==> config.mk <==
export PLATFORM = sky130hd
export DESIGN_NAME = one_wire_temperature_reader
export DESIGN_NICKNAME = d
export VERILOG_FILES = /design/src/owtr_pkg.sv /design/src/owtr_front.sv /design/src/owtr_seq.sv /design/src/one_wire_temperature_reader.sv
export VERILOG_INCLUDE_DIRS = /design/src /design/src/src
export SDC_FILE = /design/constraint.sdc
export NUM_CORES = 1
export LEC_CHECK = 0
export ABC_AREA = 1
export BUFFER_PORTS_ARGS = -buffer_cell sky130_fd_sc_hd__buf_2
export CORE_UTILIZATION = 50
export CTS_CLUSTER_DIAMETER = 80
export DETAILED_ROUTE_END_ITERATION = 8
export MAX_ROUTING_LAYER = met4
export PLACE_DENSITY = 0.71
export SETUP_SLACK_MARGIN = 0.2
export SLEW_MARGIN = 25
export SYNTH_ARGS = -nofsm -noshare
export SYNTH_HDL_FRONTEND = slang
export SYNTH_SLANG_ARGS = --single-unit
==> constraint.sdc <==
create_clock -name clock -period 4.7 [get_ports clock]
set_clock_uncertainty 0.2 [all_clocks]
set_input_delay 0.235 -clock clock [delete_from_list [all_inputs] [get_ports clock]]
set_output_delay 0.235 -clock clock [all_outputs]
set_load 0.02 [all_outputs]
==> src/one_wire_temperature_reader_defines.svh <==
// ----------------------------------------------------------------------------
// one-wire temperature reader assertion macros
// shared property forms for the block's concurrent checks
// ----------------------------------------------------------------------------
`ifndef ONE_WIRE_TEMPERATURE_READER_DEFINES_SVH
`define ONE_WIRE_TEMPERATURE_READER_DEFINES_SVH

// cause and effect in the same cycle
`define OWTR_ASSERT_SAME(label, clk, rst, cause, effect, msg) \
   label: assert property (@(posedge clk) disable iff (rst) (cause) |-> (effect)) \
      else $error(msg);

// effect in the cycle after the cause
`define OWTR_ASSERT_NEXT(label, clk, rst, cause, effect, msg) \
   label: assert property (@(posedge clk) disable iff (rst) (cause) |=> (effect)) \
      else $error(msg);

`endif

==> src/owtr_pkg.sv <==
// ----------------------------------------------------------------------------
// owtr_pkg
// types, codes and constants shared by the one-wire temperature reader
// ----------------------------------------------------------------------------
package owtr_pkg;

   // request op codes
   typedef enum logic [2:0] {
      OP_TICK  = 3'd0,
      OP_RESET = 3'd1,
      OP_WRITE = 3'd2,
      OP_READ  = 3'd3,
      OP_TEMP  = 3'd4
   } op_type;

   // classified start request carried through the queue
   typedef enum logic [2:0] {
      START_NONE,
      START_RESET,
      START_WRITE,
      START_READ,
      START_TEMP
   } start_type;

   // bus sequencer phases
   typedef enum logic [3:0] {
      PH_IDLE     = 4'd0,
      PH_RST_LOW  = 4'd1,
      PH_RST_WAIT = 4'd2,
      PH_RST_REC  = 4'd3,
      PH_WR_LOW   = 4'd4,
      PH_WR_HIGH  = 4'd5,
      PH_RD_LOW   = 4'd6,
      PH_RD_WAIT  = 4'd7,
      PH_RD_REC   = 4'd8
   } phase_type;

   // configuration register indexes
   typedef enum logic [2:0] {
      CSR_RESET_LOW      = 3'd0,
      CSR_PRESENCE_SAMPLE = 3'd1,
      CSR_RESET_RECOVERY = 3'd2,
      CSR_WRITE_SHORT    = 3'd3,
      CSR_WRITE_LONG     = 3'd4,
      CSR_READ_LOW       = 3'd5,
      CSR_READ_SAMPLE    = 3'd6,
      CSR_READ_RECOVERY  = 3'd7
   } csr_index_type;

   localparam int CSR_DATA_WIDTH = 10;
   localparam int DUR_WIDTH      = 10;

   // temperature sequence steps
   localparam logic [3:0] STEP_FIRST_RESET  = 4'd0;
   localparam logic [3:0] STEP_SKIP_ROM_A   = 4'd1;
   localparam logic [3:0] STEP_CONVERT      = 4'd2;
   localparam logic [3:0] STEP_SECOND_RESET = 4'd3;
   localparam logic [3:0] STEP_SKIP_ROM_B   = 4'd4;
   localparam logic [3:0] STEP_READ_SCRATCH = 4'd5;
   localparam logic [3:0] STEP_READ_LOW     = 4'd6;
   localparam logic [3:0] STEP_READ_HIGH    = 4'd7;
   localparam logic [3:0] STEP_SINGLE       = 4'd8;

   // one-wire command bytes
   localparam logic [7:0] CMD_SKIP_ROM     = 8'hCC;
   localparam logic [7:0] CMD_CONVERT      = 8'h44;
   localparam logic [7:0] CMD_READ_SCRATCH = 8'hBE;

   localparam int QUEUE_DEPTH = 2;

   typedef struct packed {
      logic [9:0] reset_low_us;
      logic [7:0] presence_sample_us;
      logic [9:0] reset_recovery_us;
      logic [3:0] write_short_us;
      logic [7:0] write_long_us;
      logic [3:0] read_low_us;
      logic [3:0] read_sample_us;
      logic [7:0] read_recovery_us;
   } cfg_type;

   typedef struct packed {
      start_type  start;
      logic [7:0] data_byte;
      logic       line_level;
   } item_type;

   typedef struct packed {
      logic        pin_output;
      logic        pin_level;
      logic        busy_res;
      logic        done_res;
      logic        no_presence;
      logic [7:0]  byte_read;
      logic [15:0] temp_raw;
      logic [6:0]  temp_whole;
   } result_type;

endpackage

==> src/owtr_front.sv <==
// ----------------------------------------------------------------------------
// owtr_front
// accepts tick transactions, classifies the op and queues the items
// ----------------------------------------------------------------------------
module owtr_front (
   input  logic              clock,
   input  logic              reset,
   input  logic              req_valid,
   output logic              req_stall,
   input  logic [2:0]        req_op,
   input  logic [7:0]        req_data_byte,
   input  logic              req_line_level,
   output logic              q_valid,
   input  logic              q_pop,
   output owtr_pkg::item_type q_item
);
   import owtr_pkg::*;

   localparam int PTR_WIDTH = (QUEUE_DEPTH > 1) ? $clog2(QUEUE_DEPTH) : 1;
   localparam int CNT_WIDTH = $clog2(QUEUE_DEPTH + 1);
   localparam logic [CNT_WIDTH-1:0] FULL_COUNT = CNT_WIDTH'(QUEUE_DEPTH);
   localparam logic [PTR_WIDTH-1:0] LAST_PTR   = PTR_WIDTH'(QUEUE_DEPTH - 1);

   item_type             queue_ff [QUEUE_DEPTH];
   logic [PTR_WIDTH-1:0] wr_ptr_ff, wr_ptr_in;
   logic [PTR_WIDTH-1:0] rd_ptr_ff, rd_ptr_in;
   logic [CNT_WIDTH-1:0] count_ff, count_in;
   item_type             new_item;
   logic                 push;

   // unknown codes behave as a plain tick
   always_comb begin
      new_item.data_byte  = req_data_byte;
      new_item.line_level = req_line_level;
      unique case (req_op)
         OP_RESET: new_item.start = START_RESET;
         OP_WRITE: new_item.start = START_WRITE;
         OP_READ:  new_item.start = START_READ;
         OP_TEMP:  new_item.start = START_TEMP;
         default:  new_item.start = START_NONE;
      endcase
   end

   assign req_stall = (count_ff == FULL_COUNT);
   assign push      = req_valid && !req_stall;
   assign q_valid   = (count_ff != '0);
   assign q_item    = queue_ff[rd_ptr_ff];

   always_comb begin
      wr_ptr_in = wr_ptr_ff;
      rd_ptr_in = rd_ptr_ff;
      count_in  = count_ff;
      if (push) begin
         wr_ptr_in = (wr_ptr_ff == LAST_PTR) ? '0 : wr_ptr_ff + 1'b1;
      end
      if (q_pop) begin
         rd_ptr_in = (rd_ptr_ff == LAST_PTR) ? '0 : rd_ptr_ff + 1'b1;
      end
      if (push && !q_pop) begin
         count_in = count_ff + 1'b1;
      end else if (!push && q_pop) begin
         count_in = count_ff - 1'b1;
      end
   end

   always_ff @(posedge clock) begin
      if (reset) begin
         wr_ptr_ff <= '0;
         rd_ptr_ff <= '0;
         count_ff  <= '0;
      end else begin
         wr_ptr_ff <= wr_ptr_in;
         rd_ptr_ff <= rd_ptr_in;
         count_ff  <= count_in;
      end
   end

   always_ff @(posedge clock) begin
      if (push) begin
         queue_ff[wr_ptr_ff] <= new_item;
      end
   end

endmodule

==> src/owtr_seq.sv <==
// ----------------------------------------------------------------------------
// owtr_seq
// bus sequencer: advances one microsecond per queued item, registers result
// ----------------------------------------------------------------------------
`include "one_wire_temperature_reader_defines.svh"

module owtr_seq #(
   parameter int COUNT_WIDTH = 10
) (
   input  logic                 clock,
   input  logic                 reset,
   input  owtr_pkg::cfg_type    cfg,
   input  logic                 q_valid,
   output logic                 q_pop,
   input  owtr_pkg::item_type   q_item,
   output logic                 rsp_valid,
   input  logic                 rsp_stall,
   output owtr_pkg::result_type rsp_result
);
   import owtr_pkg::*;

   localparam int LEN_WIDTH = (COUNT_WIDTH > DUR_WIDTH) ? COUNT_WIDTH : DUR_WIDTH;
   localparam logic [COUNT_WIDTH-1:0] CNT_MAX = '1;

   phase_type              phase_ff, phase_in;
   logic [COUNT_WIDTH-1:0] us_counter_ff, us_counter_in;
   logic [2:0]             bit_index_ff, bit_index_in;
   logic [3:0]             step_ff, step_in;
   logic [7:0]             shift_ff, shift_in;
   logic [7:0]             low_ff, low_in;
   logic [7:0]             high_ff, high_in;
   logic                   presence_missing_ff, presence_missing_in;
   logic [7:0]             last_read_ff, last_read_in;
   logic                   rsp_valid_ff, rsp_valid_in;
   result_type             rsp_ff, rsp_in;

   logic [DUR_WIDTH-1:0]   dur_raw;
   logic [LEN_WIDTH-1:0]   dur_len;
   logic                   bit_one;
   logic                   drive, level, done;
   logic                   fin, fin_read;
   logic [3:0]             next_step;

   assign q_pop = q_valid && (!rsp_valid_ff || !rsp_stall);

   always_comb begin
      phase_in            = phase_ff;
      us_counter_in       = us_counter_ff;
      bit_index_in        = bit_index_ff;
      step_in             = step_ff;
      shift_in            = shift_ff;
      low_in              = low_ff;
      high_in             = high_ff;
      presence_missing_in = presence_missing_ff;
      last_read_in        = last_read_ff;
      drive               = 1'b0;
      level               = 1'b1;
      done                = 1'b0;
      fin                 = 1'b0;
      fin_read            = 1'b0;
      next_step           = '0;
      dur_raw             = '0;
      dur_len             = '0;
      bit_one             = 1'b0;

      // a start is taken only while idle
      if (phase_ff == PH_IDLE) begin
         case (q_item.start)
            START_TEMP: begin
               step_in       = STEP_FIRST_RESET;
               phase_in      = PH_RST_LOW;
               us_counter_in = '0;
            end
            START_RESET: begin
               step_in       = STEP_SINGLE;
               phase_in      = PH_RST_LOW;
               us_counter_in = '0;
            end
            START_WRITE: begin
               step_in       = STEP_SINGLE;
               shift_in      = q_item.data_byte;
               bit_index_in  = '0;
               phase_in      = PH_WR_LOW;
               us_counter_in = '0;
            end
            START_READ: begin
               step_in       = STEP_SINGLE;
               shift_in      = '0;
               bit_index_in  = '0;
               phase_in      = PH_RD_LOW;
               us_counter_in = '0;
            end
            default: ;
         endcase
      end

      // phase length with zero and counter-range saturation
      bit_one = shift_in[0];
      case (phase_in)
         PH_RST_LOW:  dur_raw = cfg.reset_low_us;
         PH_RST_WAIT: dur_raw = DUR_WIDTH'(cfg.presence_sample_us);
         PH_RST_REC:  dur_raw = cfg.reset_recovery_us;
         PH_WR_LOW:   dur_raw = bit_one ? DUR_WIDTH'(cfg.write_short_us)
                                        : DUR_WIDTH'(cfg.write_long_us);
         PH_WR_HIGH:  dur_raw = bit_one ? DUR_WIDTH'(cfg.write_long_us)
                                        : DUR_WIDTH'(cfg.write_short_us);
         PH_RD_LOW:   dur_raw = DUR_WIDTH'(cfg.read_low_us);
         PH_RD_WAIT:  dur_raw = DUR_WIDTH'(cfg.read_sample_us);
         default:     dur_raw = DUR_WIDTH'(cfg.read_recovery_us);
      endcase
      dur_len = LEN_WIDTH'(dur_raw);
      if (dur_len == '0) begin
         dur_len = LEN_WIDTH'(1);
      end else if (dur_len > LEN_WIDTH'(CNT_MAX)) begin
         dur_len = LEN_WIDTH'(CNT_MAX);
      end

      if (phase_in != PH_IDLE) begin
         case (phase_in)
            PH_RST_LOW, PH_WR_LOW, PH_RD_LOW: begin
               drive = 1'b1;
               level = 1'b0;
            end
            PH_RST_REC, PH_WR_HIGH: begin
               drive = 1'b1;
               level = 1'b1;
            end
            default: ;
         endcase
         us_counter_in = us_counter_in + 1'b1;
         if (LEN_WIDTH'(us_counter_in) >= dur_len) begin
            us_counter_in = '0;
            case (phase_in)
               PH_RST_LOW:  phase_in = PH_RST_WAIT;
               PH_RST_WAIT: begin
                  presence_missing_in = q_item.line_level;
                  phase_in            = PH_RST_REC;
               end
               PH_RST_REC:  fin = 1'b1;
               PH_WR_LOW:   phase_in = PH_WR_HIGH;
               PH_WR_HIGH: begin
                  if (bit_index_in == 3'd7) begin
                     fin = 1'b1;
                  end else begin
                     bit_index_in = bit_index_in + 1'b1;
                     shift_in     = {1'b0, shift_in[7:1]};
                     phase_in     = PH_WR_LOW;
                  end
               end
               PH_RD_LOW:   phase_in = PH_RD_WAIT;
               PH_RD_WAIT: begin
                  shift_in = {q_item.line_level, shift_in[7:1]};
                  phase_in = PH_RD_REC;
               end
               default: begin
                  if (bit_index_in == 3'd7) begin
                     fin      = 1'b1;
                     fin_read = 1'b1;
                  end else begin
                     bit_index_in = bit_index_in + 1'b1;
                     phase_in     = PH_RD_LOW;
                  end
               end
            endcase
         end
      end

      // end of one sub-operation: store a read byte, then next step or done
      if (fin) begin
         if (fin_read) begin
            last_read_in = shift_in;
            if (step_in == STEP_READ_LOW) low_in = shift_in;
            if (step_in == STEP_READ_HIGH) high_in = shift_in;
         end
         if (step_in >= STEP_READ_HIGH) begin
            phase_in      = PH_IDLE;
            us_counter_in = '0;
            done          = 1'b1;
         end else begin
            next_step = step_in + 1'b1;
            // no device answered: skip the command bytes after that reset
            if (presence_missing_in &&
                (next_step == STEP_SKIP_ROM_A || next_step == STEP_SKIP_ROM_B)) begin
               next_step = next_step + 4'd2;
            end
            step_in       = next_step;
            us_counter_in = '0;
            bit_index_in  = '0;
            case (next_step)
               STEP_FIRST_RESET, STEP_SECOND_RESET: phase_in = PH_RST_LOW;
               STEP_SKIP_ROM_A, STEP_SKIP_ROM_B: begin
                  shift_in = CMD_SKIP_ROM;
                  phase_in = PH_WR_LOW;
               end
               STEP_CONVERT: begin
                  shift_in = CMD_CONVERT;
                  phase_in = PH_WR_LOW;
               end
               STEP_READ_SCRATCH: begin
                  shift_in = CMD_READ_SCRATCH;
                  phase_in = PH_WR_LOW;
               end
               default: begin
                  shift_in = '0;
                  phase_in = PH_RD_LOW;
               end
            endcase
         end
      end

      rsp_in.pin_output  = drive;
      rsp_in.pin_level   = level;
      rsp_in.busy_res    = (phase_in != PH_IDLE);
      rsp_in.done_res    = done;
      rsp_in.no_presence = presence_missing_in;
      rsp_in.byte_read   = last_read_in;
      rsp_in.temp_raw    = {high_in, low_in};
      rsp_in.temp_whole  = {high_in[2:0], low_in[7:4]};
   end

   always_comb begin
      if (q_pop) begin
         rsp_valid_in = 1'b1;
      end else if (rsp_stall) begin
         rsp_valid_in = rsp_valid_ff;
      end else begin
         rsp_valid_in = 1'b0;
      end
   end

   always_ff @(posedge clock) begin
      if (reset) begin
         phase_ff            <= PH_IDLE;
         us_counter_ff       <= '0;
         bit_index_ff        <= '0;
         step_ff             <= '0;
         shift_ff            <= '0;
         low_ff              <= '0;
         high_ff             <= '0;
         presence_missing_ff <= 1'b0;
         last_read_ff        <= '0;
         rsp_valid_ff        <= 1'b0;
      end else begin
         rsp_valid_ff <= rsp_valid_in;
         if (q_pop) begin
            phase_ff            <= phase_in;
            us_counter_ff       <= us_counter_in;
            bit_index_ff        <= bit_index_in;
            step_ff             <= step_in;
            shift_ff            <= shift_in;
            low_ff              <= low_in;
            high_ff             <= high_in;
            presence_missing_ff <= presence_missing_in;
            last_read_ff        <= last_read_in;
         end
      end
   end

   always_ff @(posedge clock) begin
      if (q_pop) begin
         rsp_ff <= rsp_in;
      end
   end

   assign rsp_valid  = rsp_valid_ff;
   assign rsp_result = rsp_ff;

   `OWTR_ASSERT_SAME(a_done_not_busy, clock, reset, rsp_valid_ff && rsp_ff.done_res,
      !rsp_ff.busy_res, "done result still reports busy")
   `OWTR_ASSERT_SAME(a_idle_counter_clear, clock, reset, phase_ff == PH_IDLE,
      us_counter_ff == '0, "idle sequencer with running counter")
   `OWTR_ASSERT_NEXT(a_pop_loads_result, clock, reset, q_pop,
      rsp_valid_ff && (rsp_ff.busy_res == (phase_ff != PH_IDLE)),
      "result busy flag disagrees with sequencer phase")
   `OWTR_ASSERT_SAME(a_release_level_high, clock, reset,
      rsp_valid_ff && !rsp_ff.pin_output, rsp_ff.pin_level,
      "released pin reports low drive level")

endmodule

==> src/one_wire_temperature_reader.sv <==
// ----------------------------------------------------------------------------
// one_wire_temperature_reader
// one-wire bus master with a temperature-read sequencer, one tick per item
// ----------------------------------------------------------------------------
// an accepted tick is stored in the front queue and its result in the result
// register; both wait longer while the result side stalls
// throughput: one transaction per cycle while the result side does not stall, as the
// sequencer update advances the phase counter once per queued tick
// reset: synchronous, clears the queue, the sequencer and the result valid flag
// and returns every timing register to its default
module one_wire_temperature_reader #(
   parameter int COUNT_WIDTH = 10
) (
   input  logic                                clock,
   input  logic                                reset,
   // tick transactions in
   input  logic                                req_valid,
   output logic                                req_stall,
   input  logic [2:0]                          req_op,
   input  logic [7:0]                          req_data_byte,
   input  logic                                req_line_level,
   // one result transaction per tick out
   output logic                                rsp_valid,
   input  logic                                rsp_stall,
   output logic                                rsp_pin_output,
   output logic                                rsp_pin_level,
   output logic                                rsp_busy_res,
   output logic                                rsp_done_res,
   output logic                                rsp_no_presence,
   output logic [7:0]                          rsp_byte_read,
   output logic [15:0]                         rsp_temp_raw,
   output logic [6:0]                          rsp_temp_whole,
   // timing register writes
   input  logic                                csr_write_enable,
   input  logic [2:0]                          csr_index,
   input  logic [owtr_pkg::CSR_DATA_WIDTH-1:0] csr_write_data
);
   import owtr_pkg::*;

   cfg_type    cfg_ff, cfg_in;
   logic       q_valid;
   logic       q_pop;
   item_type   q_item;
   result_type rsp_result;

   // register writes, each field keeps only its own width
   always_comb begin
      cfg_in = cfg_ff;
      if (csr_write_enable) begin
         unique case (csr_index)
            CSR_RESET_LOW:       cfg_in.reset_low_us       = csr_write_data;
            CSR_PRESENCE_SAMPLE: cfg_in.presence_sample_us = csr_write_data[7:0];
            CSR_RESET_RECOVERY:  cfg_in.reset_recovery_us  = csr_write_data;
            CSR_WRITE_SHORT:     cfg_in.write_short_us     = csr_write_data[3:0];
            CSR_WRITE_LONG:      cfg_in.write_long_us      = csr_write_data[7:0];
            CSR_READ_LOW:        cfg_in.read_low_us        = csr_write_data[3:0];
            CSR_READ_SAMPLE:     cfg_in.read_sample_us     = csr_write_data[3:0];
            CSR_READ_RECOVERY:   cfg_in.read_recovery_us   = csr_write_data[7:0];
            default: ;
         endcase
      end
   end

   // defaults are standard-speed slot timings
   always_ff @(posedge clock) begin
      if (reset) begin
         cfg_ff.reset_low_us       <= 10'd750;
         cfg_ff.presence_sample_us <= 8'd60;
         cfg_ff.reset_recovery_us  <= 10'd240;
         cfg_ff.write_short_us     <= 4'd6;
         cfg_ff.write_long_us      <= 8'd60;
         cfg_ff.read_low_us        <= 4'd3;
         cfg_ff.read_sample_us     <= 4'd3;
         cfg_ff.read_recovery_us   <= 8'd30;
      end else begin
         cfg_ff <= cfg_in;
      end
   end

   // front: accept, classify, queue
   owtr_front u_front (
      .clock          (clock),
      .reset          (reset),
      .req_valid      (req_valid),
      .req_stall      (req_stall),
      .req_op         (req_op),
      .req_data_byte  (req_data_byte),
      .req_line_level (req_line_level),
      .q_valid        (q_valid),
      .q_pop          (q_pop),
      .q_item         (q_item)
   );

   // back: bus sequencer and result register
   owtr_seq #(
      .COUNT_WIDTH (COUNT_WIDTH)
   ) u_seq (
      .clock      (clock),
      .reset      (reset),
      .cfg        (cfg_ff),
      .q_valid    (q_valid),
      .q_pop      (q_pop),
      .q_item     (q_item),
      .rsp_valid  (rsp_valid),
      .rsp_stall  (rsp_stall),
      .rsp_result (rsp_result)
   );

   // result fields out
   assign rsp_pin_output  = rsp_result.pin_output;
   assign rsp_pin_level   = rsp_result.pin_level;
   assign rsp_busy_res    = rsp_result.busy_res;
   assign rsp_done_res    = rsp_result.done_res;
   assign rsp_no_presence = rsp_result.no_presence;
   assign rsp_byte_read   = rsp_result.byte_read;
   assign rsp_temp_raw    = rsp_result.temp_raw;
   assign rsp_temp_whole  = rsp_result.temp_whole;

endmodule

==> summary.md <==
| Metric | Value |
|---|---|
| CTS buffer count | 17 |
| RSZ-0062 raised after global routing | yes |
| Fillcell total | between 1000 and 1500 |
| Via Count | 8266 |
| VDD IR max | approximately 660 µV |
| Largest net degree at the start of global routing | 80 |
| Nature of the critical path endpoint | register |
| Cell variety after synth | 54 |
| Initial core utilization | 51.7% |
| Worst Hold Class | input pin to register |
| Worst reg2reg endpoint | u_seq.rsp_result[33] |
| Post-synthesis adder-cell area fraction | 2.46% |
| Critical path buffer and inverter count | 7 |
| Die H | between 100 and 150 µm |
| Pre-CTS setup slack | -84.7 ps |
| GRT Total Usage | 26.8% |
| Setup violators final | 0 |
| Pwr Density | 701 nW/µm² |
| Combinational family with the most area after synthesis | simple AND/OR/NAND/NOR gates |
| Final worst path period need | 4700 ps |
| Drt pass-1 iters | 6 |
| Register area | 3920 µm² |
| Initial antenna violation count | 0 |
| Clk slew on worst S/H paths | approximately 70 ps |
| Leakage dissipation | 5.01 nW |
| Hold Path End | cfg_ff[9] |
| Average cell area after synthesis | 7.57 µm² |
| Core area | 16700 µm² |
| CP most frequent cell | nand2_4 |
| Async set-or-reset flop fraction in the synthesized netlist | 0% |
| DRC viols | 0 |
| Post-synthesis xor/xnor area fraction | 0.710% |
| GRT overflow | 0 |
| Crit path max fanout | 6 |
| Antenna Cells | 0 |
| Max-slew headroom | around 36% |
| Post-synthesis mux area share | 1.06% |
| Clock tree sinks | 169 |
| Crit path DAT | 4700 ps |
| Vias in the first global route | 7429 |
| Multi-input gate area | 4350 µm² |
| Die area | 17800 µm² |
| Kind of critical path | register to register |
| Share of layout cells above drive strength 1 | 25.1% |
| Vias per Instance | 5.43 |
| Nets@finish | ~1300 |
| Main synth FF type | dfxtp_1 |
| Routability cong. | 0.965 |
| I/O pins | 68 |
| Setup slack, reg-to-reg | 0.5 ps |
| Worst skew pair latency | 440 ps |
| Synthesis warning total | 0 |
| Fmax | 0.213 GHz |
| Slew @ Worst Pin | 958 ps |
| Sum of negative setup slack | 0 ps |
| Post-synthesis register bit count | 169 |
| Crit path largest cell delay | 440 ps |
| Antenna viol nets, final | 0 |
| Area Growth Syn to Fin | 28.2% |
| Syn_nets | 1187 |
| Detail Placement HPWL | 15.2 mm |
| Hold path startpoint | csr_index[1] |
| Site Rows | 47 |
| Hold Vio Cnt, Final | 0 |
| Max_cap viols | 0 |
| Synth Area in Compound Gates | approximately 16% |
| Final Routed Wirelength | 24.0 mm |
| Critical Path RT | 4700 ps |
| Post-Synth Simple-Gate Area | 23.8% |
| H-Tree Depth | 4 |
| IO buf count | 67 |
| Bufs on Longest Clock Path | 2 |
| Register area share after synthesis | 45.4% |
| Synth Cell Area | 8630 µm² |
| Mapped Cells | approximately 1100 |
| First-pass GRT wire length | 36.4 mm |
| Post-synth EDFFs | 53 |
| Initial DRC count | 747 |
| DR WL/cell | 15.7 µm |
| Slowest-stage cell, CP | edfxtp_1 |
| Max Slew Vio Count | 0 |
| Critical path's top delay family | simple AND/OR/NAND/NOR gates |
| R2R cell count | 38 |
| Critical R2R Launch | u_front.queue_ff[1][11] |
| TritonCTS clock tree | yes |
| Part of the cycle the worst path needs | about 100% |
| Root Buffer | clkbuf_16 |
| Min-Delay Path Depth | 5 |
| Status | finished, final reports clean |
| Worst setup SP type | register |
| Final Util | about two thirds |
| Die Wd | approximately 130 µm |
| PnR worst setup slack | between 0.4 and 0.5 ps |
## worst register-to-register path, delay by kind of cell, from the launching register on
kind | cells | cell delay [ps]
flip-flops | 1 | 440
adder cells (fa/ha/maj) | 1 | 210
AO/OA/AOI/OAI | 3 | 390
buffers and inverters | 7 | 600
AND/OR/NAND/NOR | 27 | 2640
## final cells by class
class | instances | area share (%)
Clock buffer | 17 | 3.85
Clock inverter | 15 | 1.44
Inverter | 173 | 6.05
Multi-Input combinational cell | 754 | 39.3
Sequential cell | 169 | 35.4
Tap cell | 220 | 2.49
Timing Repair Buffer | 174 | 11.4
## registers in the layout (all words and copies together), names as in the netlist, 2 cells and up, named ones only
register             cells
u_seq.rsp_result        29
u_seq.us_counter_ff     10
u_seq.shift_ff           8
u_seq.last_read_ff       8
u_seq.bit_index_ff       3
cfg_ff                  56
u_front.queue_ff        24
u_seq.step_ff            4
u_front.count_ff         2
u_seq.low_ff             8
u_seq.high_ff            8
u_seq.phase_ff           4
## repair_timing
| item | 4_1_cts | 5_1_grt |
|---|---|---|
| setup endpoints to repair | 47 | 73 |
| endpoints found under the hold margin | 77 | 0 |
| buffers inserted | 7 | 34 |
| hold buffers | 24 | 0 |
| gates resized for setup | 34 | 121 |
| pin swaps | 10 | 59 |
| cloned | 0 | 1 |
## where the power goes
part	leakage (nW)	switching, mW	internal [mW]
clock network	0.294	0.652	0.751
logic	3.26	2.69	1.57
registers	1.46	0.147	1.94
## metrics by stage
step / cells / hold slack (ps) / power (mW) / instance area, µm²
4_1_cts: 1487 / 42.4 / 6.88 / 10300
2_1_floorplan: 1140 / 134 / 4.38 / 8630
3_3_place_gp: 1424 / 226 / 5.29 / 9350
6_report: 1522 / 49.8 / 7.76 / 11100
3_5_place_dp: 1424 / 231 / 5.34 / 9350
5_1_grt: 1522 / 104 / 8.20 / 11100
## cell usage after synthesis, types with 3 or more instances
master | number | area (µm²)
nand2_1 | 246 | 923
inv_1 | 160 | 601
nor2_1 | 119 | 447
dfxtp_1 | 116 | 2320
o21ai_0 | 104 | 521
a21oi_1 | 79 | 395
nand3_1 | 61 | 305
edfxtp_1 | 53 | 1590
clkbuf_1 | 28 | 105
ha_1 | 17 | 213
a22oi_1 | 12 | 90.1
nand2_2 | 10 | 62.6
inv_2 | 9 | 33.8
nand4_1 | 9 | 56.3
o21ai_1 | 9 | 45.0
o22ai_1 | 9 | 56.3
mux2i_1 | 8 | 80.1
o21ai_2 | 8 | 70.1
buf_4 | 7 | 52.6
o211ai_1 | 7 | 52.6
xor2_1 | 7 | 61.3
a221oi_1 | 4 | 35.0
buf_2 | 4 | 20.0
nand2_4 | 4 | 45.0
o2111ai_1 | 4 | 35.0
a211oi_1 | 3 | 22.5
nand3_2 | 3 | 30.0
nand3b_1 | 3 | 22.5
nor3_1 | 3 | 15.0
## cell usage in the layout (no fill, tap or decap), drive strengths merged, types with 3 or more instances in the layout
cell / n
o211ai: 7
nor2: 124
nand3b: 3
a22oi: 12
nand4: 9
o21ai: 121
a211oi: 3
mux2i: 8
o22ai: 9
dfxtp: 116
nand2: 260
buf: 149
ha: 17
inv: 179
nor3: 3
edfxtp: 53
clkbuf: 18
dlygate4sd3: 24
a221oi: 4
nand3: 66
clkinv: 8
xor2: 7
o2111ai: 4
a21oi: 79
## routing by layer
layer	vias up	track usage, %	share of wire (%)
li1	4035	-	-
met5	-	-	0
met3	76	5.18	7.4
met1	3771	34.2	43
met2	384	41.4	47
met4	0	11.4	2.7
## kinds of logic (layout without fill, tap and decap cells)
family,after synthesis,in the layout
mux,9,9
flops,169,169
buf+inv,217,379
fa+ha+maj,17,17
simple gates,471,471
xor+xnor,7,7
compound gates,250,250
## worst max-delay path by stage
stage / start / endpoint / slack, ps / cells after the start
2_1_floorplan: register / u_seq.rsp_result[33] / 250 / 38
3_3_place_gp: register / u_seq.rsp_result[33] / 20 / 31
3_5_place_dp: register / u_seq.rsp_result[33] / -80 / 30
4_1_cts: u_front.queue_ff[0][10] / u_seq.shift_ff[2] / 170 / 35
5_1_grt: u_seq.phase_ff[1] / u_seq.rsp_result[33] / -270 / 34
6_report: u_front.queue_ff[1][11] / u_seq.rsp_result[33] / 0.5 / 38
Power figures use the tool's default switching activity.
